<file path="src/rtl/i2c_master_three_byte_write_core_assert.svh">
// Assertion macros shared by the I2C three-byte write core.
`ifndef I2C_MASTER_THREE_BYTE_WRITE_CORE_ASSERT_SVH
`define I2C_MASTER_THREE_BYTE_WRITE_CORE_ASSERT_SVH

// A condition that must hold in the same cycle as its trigger.
`define I2CM3W_ASSERT_NOW(label, clock, reset_n, trig, cond) \
    label: assert property (@(posedge clock) disable iff (!reset_n) (trig) |-> (cond)) \
        else $error("i2cm3w assertion failed");

// A condition that must hold in the cycle after its trigger.
`define I2CM3W_ASSERT_NEXT(label, clock, reset_n, trig, cond) \
    label: assert property (@(posedge clock) disable iff (!reset_n) (trig) |=> (cond)) \
        else $error("i2cm3w assertion failed");

`endif

</file>
<file path="src/rtl/i2cm3w_pkg.sv">
// Package with types and constants of the I2C three-byte write core.
package i2cm3w_pkg;

    localparam int unsigned DELAY_COUNT_WIDTH_DEF = 16;
    localparam int unsigned TICKS_WIDTH           = 16;
    localparam logic [TICKS_WIDTH-1:0] TICKS_RESET = 16'd1000;
    localparam logic [2:0] LAST_BIT  = 3'd7;
    localparam logic [1:0] LAST_BYTE = 2'd2;
    localparam logic [1:0] FIRST_DATA_INDEX = 2'd1;

    typedef enum logic [10:0] {
        PH_IDLE     = 11'b000_0000_0001,
        PH_START_A  = 11'b000_0000_0010,
        PH_START_B  = 11'b000_0000_0100,
        PH_START_C  = 11'b000_0000_1000,
        PH_BIT_LOW  = 11'b000_0001_0000,
        PH_BIT_HIGH = 11'b000_0010_0000,
        PH_ACK_PRE  = 11'b000_0100_0000,
        PH_ACK_HIGH = 11'b000_1000_0000,
        PH_STOP_A   = 11'b001_0000_0000,
        PH_STOP_B   = 11'b010_0000_0000,
        PH_STOP_C   = 11'b100_0000_0000
    } phase_t;

    typedef struct packed {
        phase_t      phase;
        logic [2:0]  bit_count;
        logic [1:0]  byte_index;
        logic [7:0]  shift_byte;
        logic [15:0] held_bytes;
        logic        scl_out;
        logic        sda_out;
        logic        nack_seen;
    } seq_state_t;

    typedef struct packed {
        logic ok;
        logic done_res;
        logic busy_res;
        logic sda_level;
        logic scl_level;
    } result_t;

endpackage

</file>
<file path="src/rtl/i2cm3w_step.sv">
// Next-state and result logic for one item of the I2C three-byte write core.
module i2cm3w_step
    import i2cm3w_pkg::*;
#(
    parameter int unsigned DELAY_COUNT_WIDTH = DELAY_COUNT_WIDTH_DEF
)
(
    input  logic [TICKS_WIDTH-1:0]       ticks_per_delay,
    input  logic                         mode,
    input  logic [7:0]                   device_byte,
    input  logic [7:0]                   first_data,
    input  logic [7:0]                   second_data,
    input  logic                         sda_in,
    input  seq_state_t                   state_cur,
    input  logic [DELAY_COUNT_WIDTH-1:0] delay_cur,
    output seq_state_t                   state_next,
    output logic [DELAY_COUNT_WIDTH-1:0] delay_next,
    output result_t                      res
);

    logic [DELAY_COUNT_WIDTH-1:0] delay_trunc;
    logic [DELAY_COUNT_WIDTH-1:0] delay_load;
    logic                         done;

    assign delay_trunc = DELAY_COUNT_WIDTH'(ticks_per_delay);
    assign delay_load  = (delay_trunc == '0) ? DELAY_COUNT_WIDTH'(1) : delay_trunc;

    always_comb
    begin
        state_next = state_cur;
        delay_next = delay_cur;
        done       = 1'b0;
        if (mode)
        begin
            if (state_cur.phase == PH_IDLE)
            begin
                state_next.shift_byte = device_byte;
                state_next.held_bytes = {first_data, second_data};
                state_next.bit_count  = '0;
                state_next.byte_index = '0;
                state_next.nack_seen  = 1'b0;
                state_next.sda_out    = 1'b1;
                state_next.phase      = PH_START_A;
                delay_next            = delay_load;
            end
        end
        else if (state_cur.phase != PH_IDLE)
        begin
            if (delay_cur > DELAY_COUNT_WIDTH'(1))
            begin
                delay_next = delay_cur - DELAY_COUNT_WIDTH'(1);
            end
            else
            begin
                delay_next = delay_load;
                case (state_cur.phase)
                    PH_START_A:
                    begin
                        state_next.scl_out = 1'b1;
                        state_next.phase   = PH_START_B;
                    end
                    PH_START_B:
                    begin
                        state_next.sda_out = 1'b0;
                        state_next.phase   = PH_START_C;
                    end
                    PH_START_C:
                    begin
                        state_next.scl_out = 1'b0;
                        state_next.sda_out = state_cur.shift_byte[7];
                        state_next.phase   = PH_BIT_LOW;
                    end
                    PH_BIT_LOW:
                    begin
                        state_next.scl_out = 1'b1;
                        state_next.phase   = PH_BIT_HIGH;
                    end
                    PH_BIT_HIGH:
                    begin
                        state_next.scl_out = 1'b0;
                        if (state_cur.bit_count < LAST_BIT)
                        begin
                            state_next.bit_count  = state_cur.bit_count + 3'd1;
                            state_next.shift_byte = {state_cur.shift_byte[6:0], 1'b0};
                            state_next.sda_out    = state_cur.shift_byte[6];
                            state_next.phase      = PH_BIT_LOW;
                        end
                        else
                        begin
                            state_next.phase = PH_ACK_PRE;
                        end
                    end
                    PH_ACK_PRE:
                    begin
                        state_next.scl_out = 1'b1;
                        state_next.sda_out = 1'b1;
                        state_next.phase   = PH_ACK_HIGH;
                    end
                    PH_ACK_HIGH:
                    begin
                        state_next.scl_out = 1'b0;
                        if (sda_in)
                        begin
                            state_next.nack_seen = 1'b1;
                            state_next.sda_out   = 1'b0;
                            state_next.phase     = PH_STOP_A;
                        end
                        else if (state_cur.byte_index < LAST_BYTE)
                        begin
                            state_next.byte_index = state_cur.byte_index + 2'd1;
                            state_next.shift_byte =
                                (state_cur.byte_index + 2'd1 == FIRST_DATA_INDEX)
                                ? state_cur.held_bytes[15:8] : state_cur.held_bytes[7:0];
                            state_next.sda_out    =
                                (state_cur.byte_index + 2'd1 == FIRST_DATA_INDEX)
                                ? state_cur.held_bytes[15] : state_cur.held_bytes[7];
                            state_next.bit_count  = '0;
                            state_next.phase      = PH_BIT_LOW;
                        end
                        else
                        begin
                            state_next.sda_out = 1'b0;
                            state_next.phase   = PH_STOP_A;
                        end
                    end
                    PH_STOP_A:
                    begin
                        state_next.scl_out = 1'b1;
                        state_next.phase   = PH_STOP_B;
                    end
                    PH_STOP_B:
                    begin
                        state_next.sda_out = 1'b1;
                        state_next.phase   = PH_STOP_C;
                    end
                    default:
                    begin
                        // The last delay of the stop condition has run out.
                        state_next.phase = PH_IDLE;
                        delay_next       = '0;
                        done             = 1'b1;
                    end
                endcase
            end
        end
    end

    assign res.scl_level = state_next.scl_out;
    assign res.sda_level = state_next.sda_out;
    assign res.busy_res  = (state_next.phase != PH_IDLE);
    assign res.done_res  = done;
    assign res.ok        = done & ~state_next.nack_seen;

endmodule

</file>
<file path="src/rtl/i2c_master_three_byte_write_core.sv">
// Top level of the I2C master core that writes a device byte and two data bytes.
//
// An input item on the s_ group either launches a write (tuser = 1) or is one
// tick of time (tuser = 0). A launch loads the three bytes while idle and is
// ignored while busy. Ticks step the SCL/SDA pin sequence, one pin change per
// ticks_per_delay ticks: start, three bytes MSB first each with an acknowledge
// slot, then stop. A NACK ends the write early with a stop and ok low.
// Every input item yields exactly one result item on the m_ group carrying
// the pin levels, busy, a done pulse and ok.
// ticks_per_delay is written through cfg_we/cfg_data; the user must do so only
// while the core is idle, which the core does not enforce. An accepted item
// sits in the input register; the step logic then updates the sequencer state
// and loads the result register once that register is empty or m_tready is
// high. Throughput is one item per cycle while m_tready is high, set by the
// state update loop. When m_tready is low with a result waiting, the result
// register holds and the input register takes at most one more item before
// s_tready drops. Reset puts the sequencer in idle with SCL and SDA released
// and ticks_per_delay at 1000; both registers come up empty.
`include "i2c_master_three_byte_write_core_assert.svh"

module i2c_master_three_byte_write_core
    import i2cm3w_pkg::*;
#(
    parameter int unsigned DELAY_COUNT_WIDTH = DELAY_COUNT_WIDTH_DEF
)
(
    input  logic                   clk,
    input  logic                   rst_n,
    input  logic                   cfg_we,
    input  logic [TICKS_WIDTH-1:0] cfg_data,
    input  logic                   s_tvalid,
    output logic                   s_tready,
    // device_byte[7:0], first_data[15:8], second_data[23:16], sda_in[24], zeros
    input  logic [31:0]            s_tdata,
    // mode[0]
    input  logic                   s_tuser,
    output logic                   m_tvalid,
    input  logic                   m_tready,
    // scl_level[0], sda_level[1], busy_res[2], done_res[3], ok[4], zeros
    output logic [7:0]             m_tdata
);

    logic [TICKS_WIDTH-1:0]       ticks_reg;
    logic                         in_valid_reg;
    logic                         in_mode_reg;
    logic [24:0]                  in_data_reg;
    seq_state_t                   state_reg;
    seq_state_t                   state_next;
    logic [DELAY_COUNT_WIDTH-1:0] delay_reg;
    logic [DELAY_COUNT_WIDTH-1:0] delay_next;
    logic                         out_valid_reg;
    result_t                      out_res_reg;
    result_t                      res_next;
    logic                         advance;

    assign advance  = in_valid_reg & (~out_valid_reg | m_tready);
    assign s_tready = ~in_valid_reg | advance;
    assign m_tvalid = out_valid_reg;
    assign m_tdata  = {3'b000, out_res_reg};

    i2cm3w_step #(
        .DELAY_COUNT_WIDTH(DELAY_COUNT_WIDTH)
    ) u_step (
        .ticks_per_delay(ticks_reg),
        .mode           (in_mode_reg),
        .device_byte    (in_data_reg[7:0]),
        .first_data     (in_data_reg[15:8]),
        .second_data    (in_data_reg[23:16]),
        .sda_in         (in_data_reg[24]),
        .state_cur      (state_reg),
        .delay_cur      (delay_reg),
        .state_next     (state_next),
        .delay_next     (delay_next),
        .res            (res_next)
    );

    always_ff @(posedge clk or negedge rst_n)
    begin
        if (!rst_n)
        begin
            ticks_reg            <= TICKS_RESET;
            in_valid_reg         <= 1'b0;
            out_valid_reg        <= 1'b0;
            state_reg.phase      <= PH_IDLE;
            state_reg.bit_count  <= '0;
            state_reg.byte_index <= '0;
            state_reg.shift_byte <= '0;
            state_reg.held_bytes <= '0;
            state_reg.scl_out    <= 1'b1;
            state_reg.sda_out    <= 1'b1;
            state_reg.nack_seen  <= 1'b0;
            delay_reg            <= '0;
        end
        else
        begin
            if (cfg_we)
            begin
                ticks_reg <= cfg_data;
            end
            if (s_tready)
            begin
                in_valid_reg <= s_tvalid;
            end
            if (advance)
            begin
                state_reg     <= state_next;
                delay_reg     <= delay_next;
                out_valid_reg <= 1'b1;
            end
            else if (m_tready)
            begin
                out_valid_reg <= 1'b0;
            end
        end
    end

    always_ff @(posedge clk)
    begin
        if (s_tready && s_tvalid)
        begin
            in_mode_reg <= s_tuser;
            in_data_reg <= s_tdata[24:0];
        end
        if (advance)
        begin
            out_res_reg <= res_next;
        end
    end

    `I2CM3W_ASSERT_NOW(a_done_not_busy, clk, rst_n,
        out_valid_reg && out_res_reg.done_res, !out_res_reg.busy_res)
    `I2CM3W_ASSERT_NOW(a_ok_needs_done, clk, rst_n,
        out_valid_reg && out_res_reg.ok, out_res_reg.done_res)
    `I2CM3W_ASSERT_NOW(a_delay_tracks_busy, clk, rst_n,
        1'b1, (state_reg.phase == PH_IDLE) == (delay_reg == '0))
    `I2CM3W_ASSERT_NEXT(a_input_held, clk, rst_n,
        in_valid_reg && !advance, in_valid_reg && $stable(in_data_reg))

endmodule
</file>
<file path="config.mk">
export PLATFORM = sky130hd
export DESIGN_NAME = i2c_master_three_byte_write_core
export DESIGN_NICKNAME = d
export VERILOG_FILES = /design/src/rtl/i2cm3w_pkg.sv /design/src/rtl/i2cm3w_step.sv /design/src/rtl/i2c_master_three_byte_write_core.sv
export VERILOG_INCLUDE_DIRS = /design/src /design/src/rtl
export SDC_FILE = /design/constraint.sdc
export NUM_CORES = 1
export LEC_CHECK = 0
export BUFFER_PORTS_ARGS = -buffer_cell sky130_fd_sc_hd__buf_2
export CORE_MARGIN = 2
export CORE_UTILIZATION = 57
export CTS_CLUSTER_DIAMETER = 60
export DETAILED_ROUTE_END_ITERATION = 6
export HOLD_SLACK_MARGIN = 0.03
export PLACE_DENSITY = 0.83
export REMOVE_ABC_BUFFERS = 1
export SLEW_MARGIN = 20
export SYNTH_ARGS = -nofsm -noshare
export SYNTH_HDL_FRONTEND = slang
export SYNTH_HIERARCHICAL = 1
export SYNTH_SLANG_ARGS = --single-unit
</file>
<file path="constraint.sdc">
create_clock -name clk -period 5.6 [get_ports clk]
set_input_delay 1.68 -clock clk [delete_from_list [all_inputs] [get_ports clk]]
set_output_delay 1.68 -clock clk [all_outputs]
set_load 0.01 [all_outputs]
</file>
==> results of run 1 <==
==> stage by stage <==
stage,area (um^2),util
floorplan,6306,-
global placement,6785,0.6020
detailed placement,6785,0.6020
CTS,7073,0.6275
global route,7083,0.6284
finish,7083,0.6284
==> path summary, 6_finish.rpt <==
path / startpoint / to / slack [ps] / depth (start not counted)
max: m_tready / s_tready / 1800 / 3
min: state_reg[0] / state_reg[0] / 520 / 1
max reg2reg: delay_reg[6] / m_tdata[2] / 2150 / 6
min reg2reg: state_reg[0] / state_reg[0] / 520 / 1
max in group asynchronous: rst_n / state_reg[36] / 3480 / 1
min in group asynchronous: rst_n / delay_reg[13] / 1480 / 1
==> cell type report <==
class / instances / share of cell area
Tap cell: 143 / 0.02526
Inverter: 13 / 0.006889
Multi-Input combinational cell: 467 / 0.4801
Timing Repair Buffer: 57 / 0.04204
Clock inverter: 4 / 0.004240
Clock buffer: 12 / 0.03639
Sequential cell: 108 / 0.4051
==> cells in the final DEF (no fill, tap or decap), types with 6 or more instances in the layout <==
cell       netlist  layout
nand2_1         97      97
dfrtp_1         68      68
mux2_4          59      59
buf_2            4      52
nor2_1          39      38
edfxtp_1        31      31
o21ai_0         28      28
a21oi_1         27      26
mux2_2          23      23
nand3_1         21      21
nor3_1          16      15
inv_1           13      13
nor4_1          13      13
clkbuf_16        0      10
mux2i_1         10      10
dfstp_2          9       9
nand2b_1         7       7
or3_1            7       7
o31ai_1          6       6
nand4_1          6       6
a2bb2oi_1        6       6
==> layer usage <==
metal / vias up / GRT usage / share of wire
met5: - / 0 / 0
met4: 0 / 0.1125 / 0.027
met3: 35 / 0.03445 / 0.066
met2: 235 / 0.3869 / 0.47
met1: 2424 / 0.3487 / 0.44
li1: 2346 / - / -
==> worst max-delay path, stage by stage <==
cell      delay, ps
buf_2           100
nand3b_1        180
buf_2           160
==> report_power, final <==
| part | leakage, nW | switching (mW) | internal (mW) |
|---|---|---|---|
| Clock | 0.144 | 0.290 | 0.333 |
| Combinational | 1.74 | 0.403 | 0.442 |
| Sequential | 1.25 | 0.208 | 0.990 |
==> cell families after synthesis <==
family | Yosys count | share of synthesized area
other cells | 1 | 0.0005750
fa+ha+maj | 5 | 0.009593
mux | 92 | 0.1909
flops | 108 | 0.4399
buf+inv | 53 | 0.04163
compound gates | 116 | 0.1190
xor+xnor | 5 | 0.006716
simple gates | 246 | 0.1917
==> flow_summary_export.csv, run 1 <==
group,metric,value,unit
logic_synthesis,synth_edf_count,31,
logic_synthesis,synth_ff_type,"dfrtp_1",
worst_setup_path,critPathKind,"in -> out",
cells_and_area,ff_latch_area,2869,um^2
die,die-area,12310,um^2
die,chipHeight,111.0,um
global_routing,grt_pass1_vias,4849,
die,num_rows,39,
cells_and_area,antennaDiodeCount,0,
power_and_ir_drop,leakage,3.130,nW
sta,slew_headroom,0.3119,
global_routing,grt_usage,0.2486,
cts,cts_buffer_depth,2,
placement,dp.cells,788,
placement,dp_slack,1799,ps
placement,gp_congestion,0.9225,
worst_setup_path,cp.arrival,2120,ps
worst_setup_path,cp.required,3920,ps
logic_synthesis,yosysWarnings,6,
logic_synthesis,yosysMostFrequentCell,"nand2_1",
sta,skew,6.648,ps
logic_synthesis,synth_area_leaders,"dfrtp_1, edfxtp_1, mux2_4",
die,die_w,111.0,um
logic_synthesis,async_reset_ff_frac,0.7130,
logic_synthesis,synth_top_area_cell,"dfrtp_1",
cts,cts_buffers,9,
worst_hold_path,hold_path.class,"reg -> reg",
cells_and_area,multiInputGateArea,3401,um^2
worst_setup_path,cp-start-kind,"input port",
cts,clock_sinks,108,
worst_setup_path,crit_fanout,3,
logic_synthesis,ys_types,70,
logic_synthesis,yosys-top-cells-count,"nand2_1, dfrtp_1, mux2_4",
global_routing,grt.overflow.total,0,
global_routing,grt_max_degree,78,
cells_and_area,largest_register_ffs,43,
detailed_routing,vias_per_cell,6.269,
cells_and_area,fin_cells,804,
logic_synthesis,yosysSeqAreaShare,0.4399,
placement,io_buffers,53,
sta,min_period,3799,ps
detailed_routing,drtIter0Drc,476,
cells_and_area,area_delta_synth_final,8.615,%
logic_synthesis,syn_area_per_cell,10.42,um^2
detailed_routing,ant_nets,0,
detailed_routing,vias,5040,
cts,holdBufCountCts,0,
detailed_routing,wl,14880,um
run_status,status,"finished, final reports clean",
detailed_routing,dr.pass1.iters,6,
sta,fmax,263.2,MHz
cts,cts_root_buf,"clkbuf_16",
power_and_ir_drop,peakVddDrop,0.2817,mV
cts,clock_latency,360,ps
logic_synthesis,ys_ff_latch,108,
cells_and_area,fillers,885,
die,io_pins,64,
worst_setup_path,worstSetupEndpointType,"output pin",
logic_synthesis,netlist_instances,626,
sta,rsz0062_at_grt,"no",
cts,cts_max_level,3,
power_and_ir_drop,total_power,2.665,mW
flow_run,max-cap-violations,0,
sta,worst_pin_slew,1025,ps
sta,setup_viol_count_final,0,
cts,ctsResizeCount,0,
power_and_ir_drop,power.density,376.3,nW/um^2
placement,dpl.hpwl,10100,um
sta,hold_violations,0,
sta,drv_slew,0,
cells_and_area,layout.nets,715,
sta,fin_ws,1801,ps
logic_synthesis,synth_top_cell_area_share,0.2609,
cts,post_cts.repair.setup_buffers,0,
detailed_routing,drc,0,
detailed_routing,wire_per_inst,18.50,um
global_routing,grt_antenna_before_repair,0,
cells_and_area,drive_gt1_frac,0.2738,
global_routing,grt_pass1_wl,24610,um
sta,setup_tns,0,ps
logic_synthesis,syn-cell-area,6521,um^2
die,core_area,11270,um^2
cts,cts_tree,"yes",
sta,holdWs,519.2,ps
die,start_util,0.5785,
sta,post-route-period-util,0.6783,
cts,clk_pin_slew,70,ps
Power figures use the tool's default switching activity.
==> run 2: changes to the inputs <==
Clock period 5.6 ns to 3.55 ns, I/O delays scaled along.
==> run 2 against run 1 <==
Non-clock buffer count up 22; cell count up 2.7%; largest power group unchanged; setup slack lost 1500 ps; critical path depth increased by 3; cell area grew 2.5%; power rose by 63%; clock power increased by 69%.
==> flow_summary_export.csv, run 2 (synthesis results as in run 1) <==
group,metric,value,unit
cts,ctsResizeCount,0,
cts,clock_latency,360,ps
worst_setup_path,worst-path-buf-inv,0,
sta,worst_pin_slew,979.5,ps
cts,cts_max_level,3,
worst_setup_path,worstSetupEndpointType,"register",
cells_and_area,final_common_cell,"nand2_1",
cts,post_cts.repair.setup_buffers,0,
global_routing,grt_max_degree,78,
placement,dp_slack,362.7,ps
cells_and_area,largest_register_ffs,43,
sta,fin_ws,323.8,ps
power_and_ir_drop,total_power,4.335,mW
worst_hold_path,hold_path.class,"reg -> reg",
die,chipHeight,111.0,um
sta,drv_slew,0,
detailed_routing,drtIter0Drc,605,
cts,cts_tree,"yes",
die,start_util,0.5785,
die,num_rows,39,
detailed_routing,drc,0,
die,io_pins,64,
detailed_routing,wire_per_inst,18.97,um
placement,placed_cell_area,6950,um^2
run_status,status,"finished, final reports clean",
detailed_routing,vias_per_cell,6.355,
cells_and_area,fin_area,7263,um^2
worst_setup_path,rrSetupSlack,320,ps
sta,setup_viol_count_final,0,
detailed_routing,ant_nets,0,
worst_setup_path,cpPeakStageDelay,550,ps
sta,setup_tns,0,ps
sta,fmax,310.0,MHz
detailed_routing,wl,15670,um
sta,slew_headroom,0.3470,
sta,holdWs,517.9,ps
cells_and_area,drive_gt1_frac,0.2958,
worst_setup_path,regToRegEndpoint,"m_tdata[2]",
die,die_w,111.0,um
worst_setup_path,cp_cell_sequence,"or4_4 -> nor4b_4 -> nand3_2 -> a22o_1 -> or4b_1 -> or4b_1",
global_routing,grt_pass1_wl,26210,um
sta,hold_violations,0,
sta,min_period,3226,ps
worst_setup_path,crit_fanout,9,
sta,skew,10.93,ps
worst_setup_path,reg2reg_from,"delay_reg[12]",
worst_setup_path,cp.required,3640,ps
detailed_routing,dr.pass1.iters,5,
worst_setup_path,critPathKind,"reg -> reg",
worst_setup_path,cp-start-kind,"register",
placement,dpl.hpwl,10960,um
detailed_routing,vias,5249,
cells_and_area,layout_common_cells,"nand2_1, dfrtp_1, mux2_4, buf_2, nor2_1",
power_and_ir_drop,peakVddDrop,0.4324,mV
placement,gp_congestion,0.9534,
cells_and_area,layout.nets,737,
worst_setup_path,critical_path_depth,6,
power_and_ir_drop,leakage,3.245,nW
cells_and_area,area_delta_synth_final,11.38,%
placement,io_buffers,53,
global_routing,grt.overflow.total,0,
cts,cts_root_buf,"clkbuf_16",
global_routing,grt_antenna_before_repair,0,
sta,post-route-period-util,0.9088,
cts,clk_pin_slew,80,ps
worst_setup_path,endpoint,"m_tdata[2]",
worst_setup_path,path_delay_family,"simple AND/OR/NAND/NOR gates",
global_routing,grt_usage,0.2650,
cts,cts_buffers,9,
die,core_area,11270,um^2
cts,clock_sinks,108,
worst_setup_path,crit_path_start,"delay_reg[12]",
cells_and_area,antennaDiodeCount,0,
flow_run,max-cap-violations,0,
worst_setup_path,cp.arrival,3310,ps
cts,holdBufCountCts,0,
worst_setup_path,cp_slowest_cell,"or4_4",
worst_setup_path,rr_worst_depth,6,
die,die-area,12310,um^2
cts,cts_buffer_depth,2,
power_and_ir_drop,power.density,596.8,nW/um^2
global_routing,grt_pass1_vias,5236,
worst_setup_path,cp_common_cell,"or4b_1",
sta,rsz0062_at_grt,"no",
run 2: stage by stage:
stage / utilization / std cells
2_1_floorplan: - / 588
3_3_place_gp: 0.6166 / 810
3_5_place_dp: 0.6166 / 810
4_1_cts: 0.6439 / 826
5_1_grt: 0.6444 / 826
6_report: 0.6444 / 826
run 2: how the worst min path moves through the flow:
| stage | slack [ps] | depth (start not counted) | end | from |
|---|---|---|---|---|
| final | 520 | 1 | state_reg[0] | state_reg[0] |
| after global routing | 550 | 1 | state_reg[0] | state_reg[0] |
| after CTS | 520 | 1 | state_reg[0] | state_reg[0] |
| after detailed placement | 500 | 1 | state_reg[0] | state_reg[0] |
| after global placement | 500 | 1 | state_reg[0] | state_reg[0] |
| after floorplan | 480 | 1 | state_reg[0] | state_reg[0] |
run 2: where the power goes:
part	switching [mW]	internal, mW	total [mW]
Clock	0.484	0.564	1.05
Combinational	0.669	0.729	1.40
Sequential	0.328	1.56	1.89
Total	1.48	2.85	4.33
run 2: area by class of cell:
| class | count | area, um^2 |
|---|---|---|
| Timing Repair Buffer | 79 | 462.9 |
| Clock inverter | 6 | 78.83 |
| Inverter | 13 | 48.80 |
| Fill cell | 863 | 4009 |
| Clock buffer | 10 | 229.0 |
| Tap cell | 143 | 178.9 |
| Sequential cell | 108 | 2869 |
| Multi-Input combinational cell | 467 | 3396 |
run 2: metal layers:
metal,wire length (um),part of all wire,GRT usage
met5,0,0,0
met4,464,0.030,0.1142
met3,1028,0.066,0.04155
met2,7506,0.48,0.4225
met1,6670,0.43,0.3620
==> run 3: changes to the inputs <==
Settings changed: BUFFER_PORTS_ARGS -buffer_cell sky130_fd_sc_hd__buf_2 to -buffer_cell sky130_fd_sc_hd__buf_4.
==> run 3 against run 2 <==
Worst hold slack better by 6.7 ps; critical path depth stayed put; cell count is 0.12% lower; routed wire length is 0.29% lower; non-clock buffer count is 1 lower; via count is 0.30% lower; clock power is 7% lower; combinational power hardly changed; fmax is 3.1% lower; register-to-register slack worse by 100 ps; highest routed layer unchanged.
==> flow_summary_export.csv, run 3 (synthesis results as in run 1) <==
group,metric,value,unit
detailed_routing,drc,0,
global_routing,grt_max_degree,78,
worst_setup_path,critPathKind,"reg -> reg",
detailed_routing,drtIter0Drc,459,
detailed_routing,wl,15620,um
global_routing,grt_pass1_wl,26250,um
cts,cts_buffers,9,
cts,cts_max_level,3,
sta,hold_violations,0,
worst_setup_path,cp-start-kind,"register",
cells_and_area,fillers,883,
cts,holdBufCountCts,0,
die,core_area,11270,um^2
cells_and_area,layout_common_cells,"nand2_1, buf_4, dfrtp_1, mux2_4, nor2_1",
power_and_ir_drop,peakVddDrop,0.4160,mV
cells_and_area,final_common_cell,"nand2_1",
global_routing,grt.overflow.total,0,
die,num_rows,39,
sta,setup_viol_count_final,0,
die,io_pins,64,
worst_setup_path,cp.arrival,3420,ps
power_and_ir_drop,power.density,577.8,nW/um^2
placement,io_buffers,53,
sta,rsz0062_at_grt,"no",
sta,slew_headroom,0.1993,
global_routing,grt_antenna_before_repair,0,
sta,fmax,300.5,MHz
cts,ctsResizeCount,0,
cts,post_cts.repair.setup_buffers,0,
detailed_routing,wire_per_inst,18.94,um
placement,dpl.hpwl,11060,um
worst_hold_path,hold_path.class,"reg -> reg",
sta,post-route-period-util,0.9375,
cells_and_area,layout.nets,736,
cells_and_area,drive_gt1_frac,0.2947,
sta,drv_slew,0,
worst_setup_path,worstSetupEndpointType,"register",
detailed_routing,vias,5233,
power_and_ir_drop,total_power,4.275,mW
die,die_w,111.0,um
cells_and_area,largest_register_ffs,43,
cts,clk_pin_slew,80,ps
cts,cts_root_buf,"clkbuf_16",
placement,dp.cells,808,
die,start_util,0.5785,
detailed_routing,dr.pass1.iters,5,
worst_setup_path,cp.required,3640,ps
detailed_routing,ant_nets,0,
power_and_ir_drop,leakage,3.284,nW
die,chipHeight,111.0,um
run_status,status,"finished, final reports clean",
cells_and_area,fin_cells,825,
global_routing,grt_pass1_vias,5119,
cells_and_area,antennaDiodeCount,0,
cts,clock_sinks,108,
flow_run,max-cap-violations,0,
die,die-area,12310,um^2
sta,skew,10.50,ps
placement,gp_congestion,0.9073,
cts,cts_tree,"yes",
cells_and_area,area_delta_synth_final,13.45,%
worst_setup_path,crit_fanout,9,
sta,min_period,3328,ps
detailed_routing,vias_per_cell,6.343,
cts,cts_buffer_depth,2,
global_routing,grt_usage,0.2652,
cts,clock_latency,360,ps
sta,worst_pin_slew,1192,ps
==> run 3: cell types whose count changed in the layout (fill, tap and decap cells not counted) <==
| cell | delta |
|---|---|
| inv_8 | -1 |
| clkbuf_4 | +1 |
| clkbuf_1 | -1 |
| clkinv_8 | +1 |
| buf_2 | -52 |
| nor3_2 | -1 |
| buf_16 | +1 |
| buf_12 | +1 |
| bufinv_16 | -1 |
| inv_6 | -1 |
| nor3_1 | +1 |
| buf_4 | +49 |
| clkinvlp_4 | +2 |
==> run 3: layout make-up <==
| class | instances | area, um^2 | area share |
|---|---|---|---|
| Clock buffer | 10 | 232.7 | 0.03146 |
| Clock inverter | 6 | 60.06 | 0.008118 |
| Inverter | 13 | 48.80 | 0.006596 |
| Multi-Input combinational cell | 467 | 3391 | 0.4583 |
| Sequential cell | 108 | 2869 | 0.3878 |
| Tap cell | 143 | 178.9 | 0.02418 |
| Timing Repair Buffer | 78 | 618.1 | 0.08354 |
==> run 3: path summary, 6_finish.rpt <==
path                                    start  slack (ps)  depth (start not counted)       endpoint
min in group asynchronous               rst_n         650                          1  delay_reg[15]
worst min register to register   state_reg[0]         520                          1   state_reg[0]
worst max-delay path            delay_reg[12]         220                          6     m_tdata[2]
worst min-delay path             state_reg[0]         520                          1   state_reg[0]
max in group asynchronous               rst_n        2270                          2   ticks_reg[3]
worst max register to register  delay_reg[12]         220                          6     m_tdata[2]
==> run 3: power by group <==
| group | internal (mW) | switching [mW] | leakage [nW] | total, mW |
|---|---|---|---|---|
| logic | 0.744 | 0.655 | 1.90 | 1.40 |
| clock network | 0.499 | 0.482 | 0.137 | 0.981 |
| registers | 1.56 | 0.333 | 1.25 | 1.89 |
| total | 2.80 | 1.47 | 3.28 | 4.28 |
==> run 3: layer usage <==
metal	global-route usage	vias to the layer above	wire length, um
li1	-	2403	-
met1	0.3636	2564	6738
met2	0.4278	228	7518
met3	0.04265	38	969
met4	0.09917	0	397
met5	0	-	0
==> run 3: metrics by stage <==
step / util / hold slack, ps / setup TNS [ps] / area (um^2) / worst slack [ps]
after floorplan: - / 481.3 / -144.6 / 6306 / -144.6
after global placement: 0.6279 / 498.0 / 0 / 7078 / 314.7
after detailed placement: 0.6279 / 502.4 / 0 / 7078 / 272.0
after CTS: 0.6539 / 522.6 / 0 / 7371 / 248.9
after global routing: 0.6563 / 540.5 / 0 / 7398 / 131.3
final: 0.6563 / 524.6 / 0 / 7398 / 221.8
==> run 3: critical path: stages, from the launching register on <==
cell,delay [ps]
dfrtp_1,490
or4_4,560
nor4b_4,380
nand3_2,260
a22o_1,320
or4b_1,490
or4b_1,560
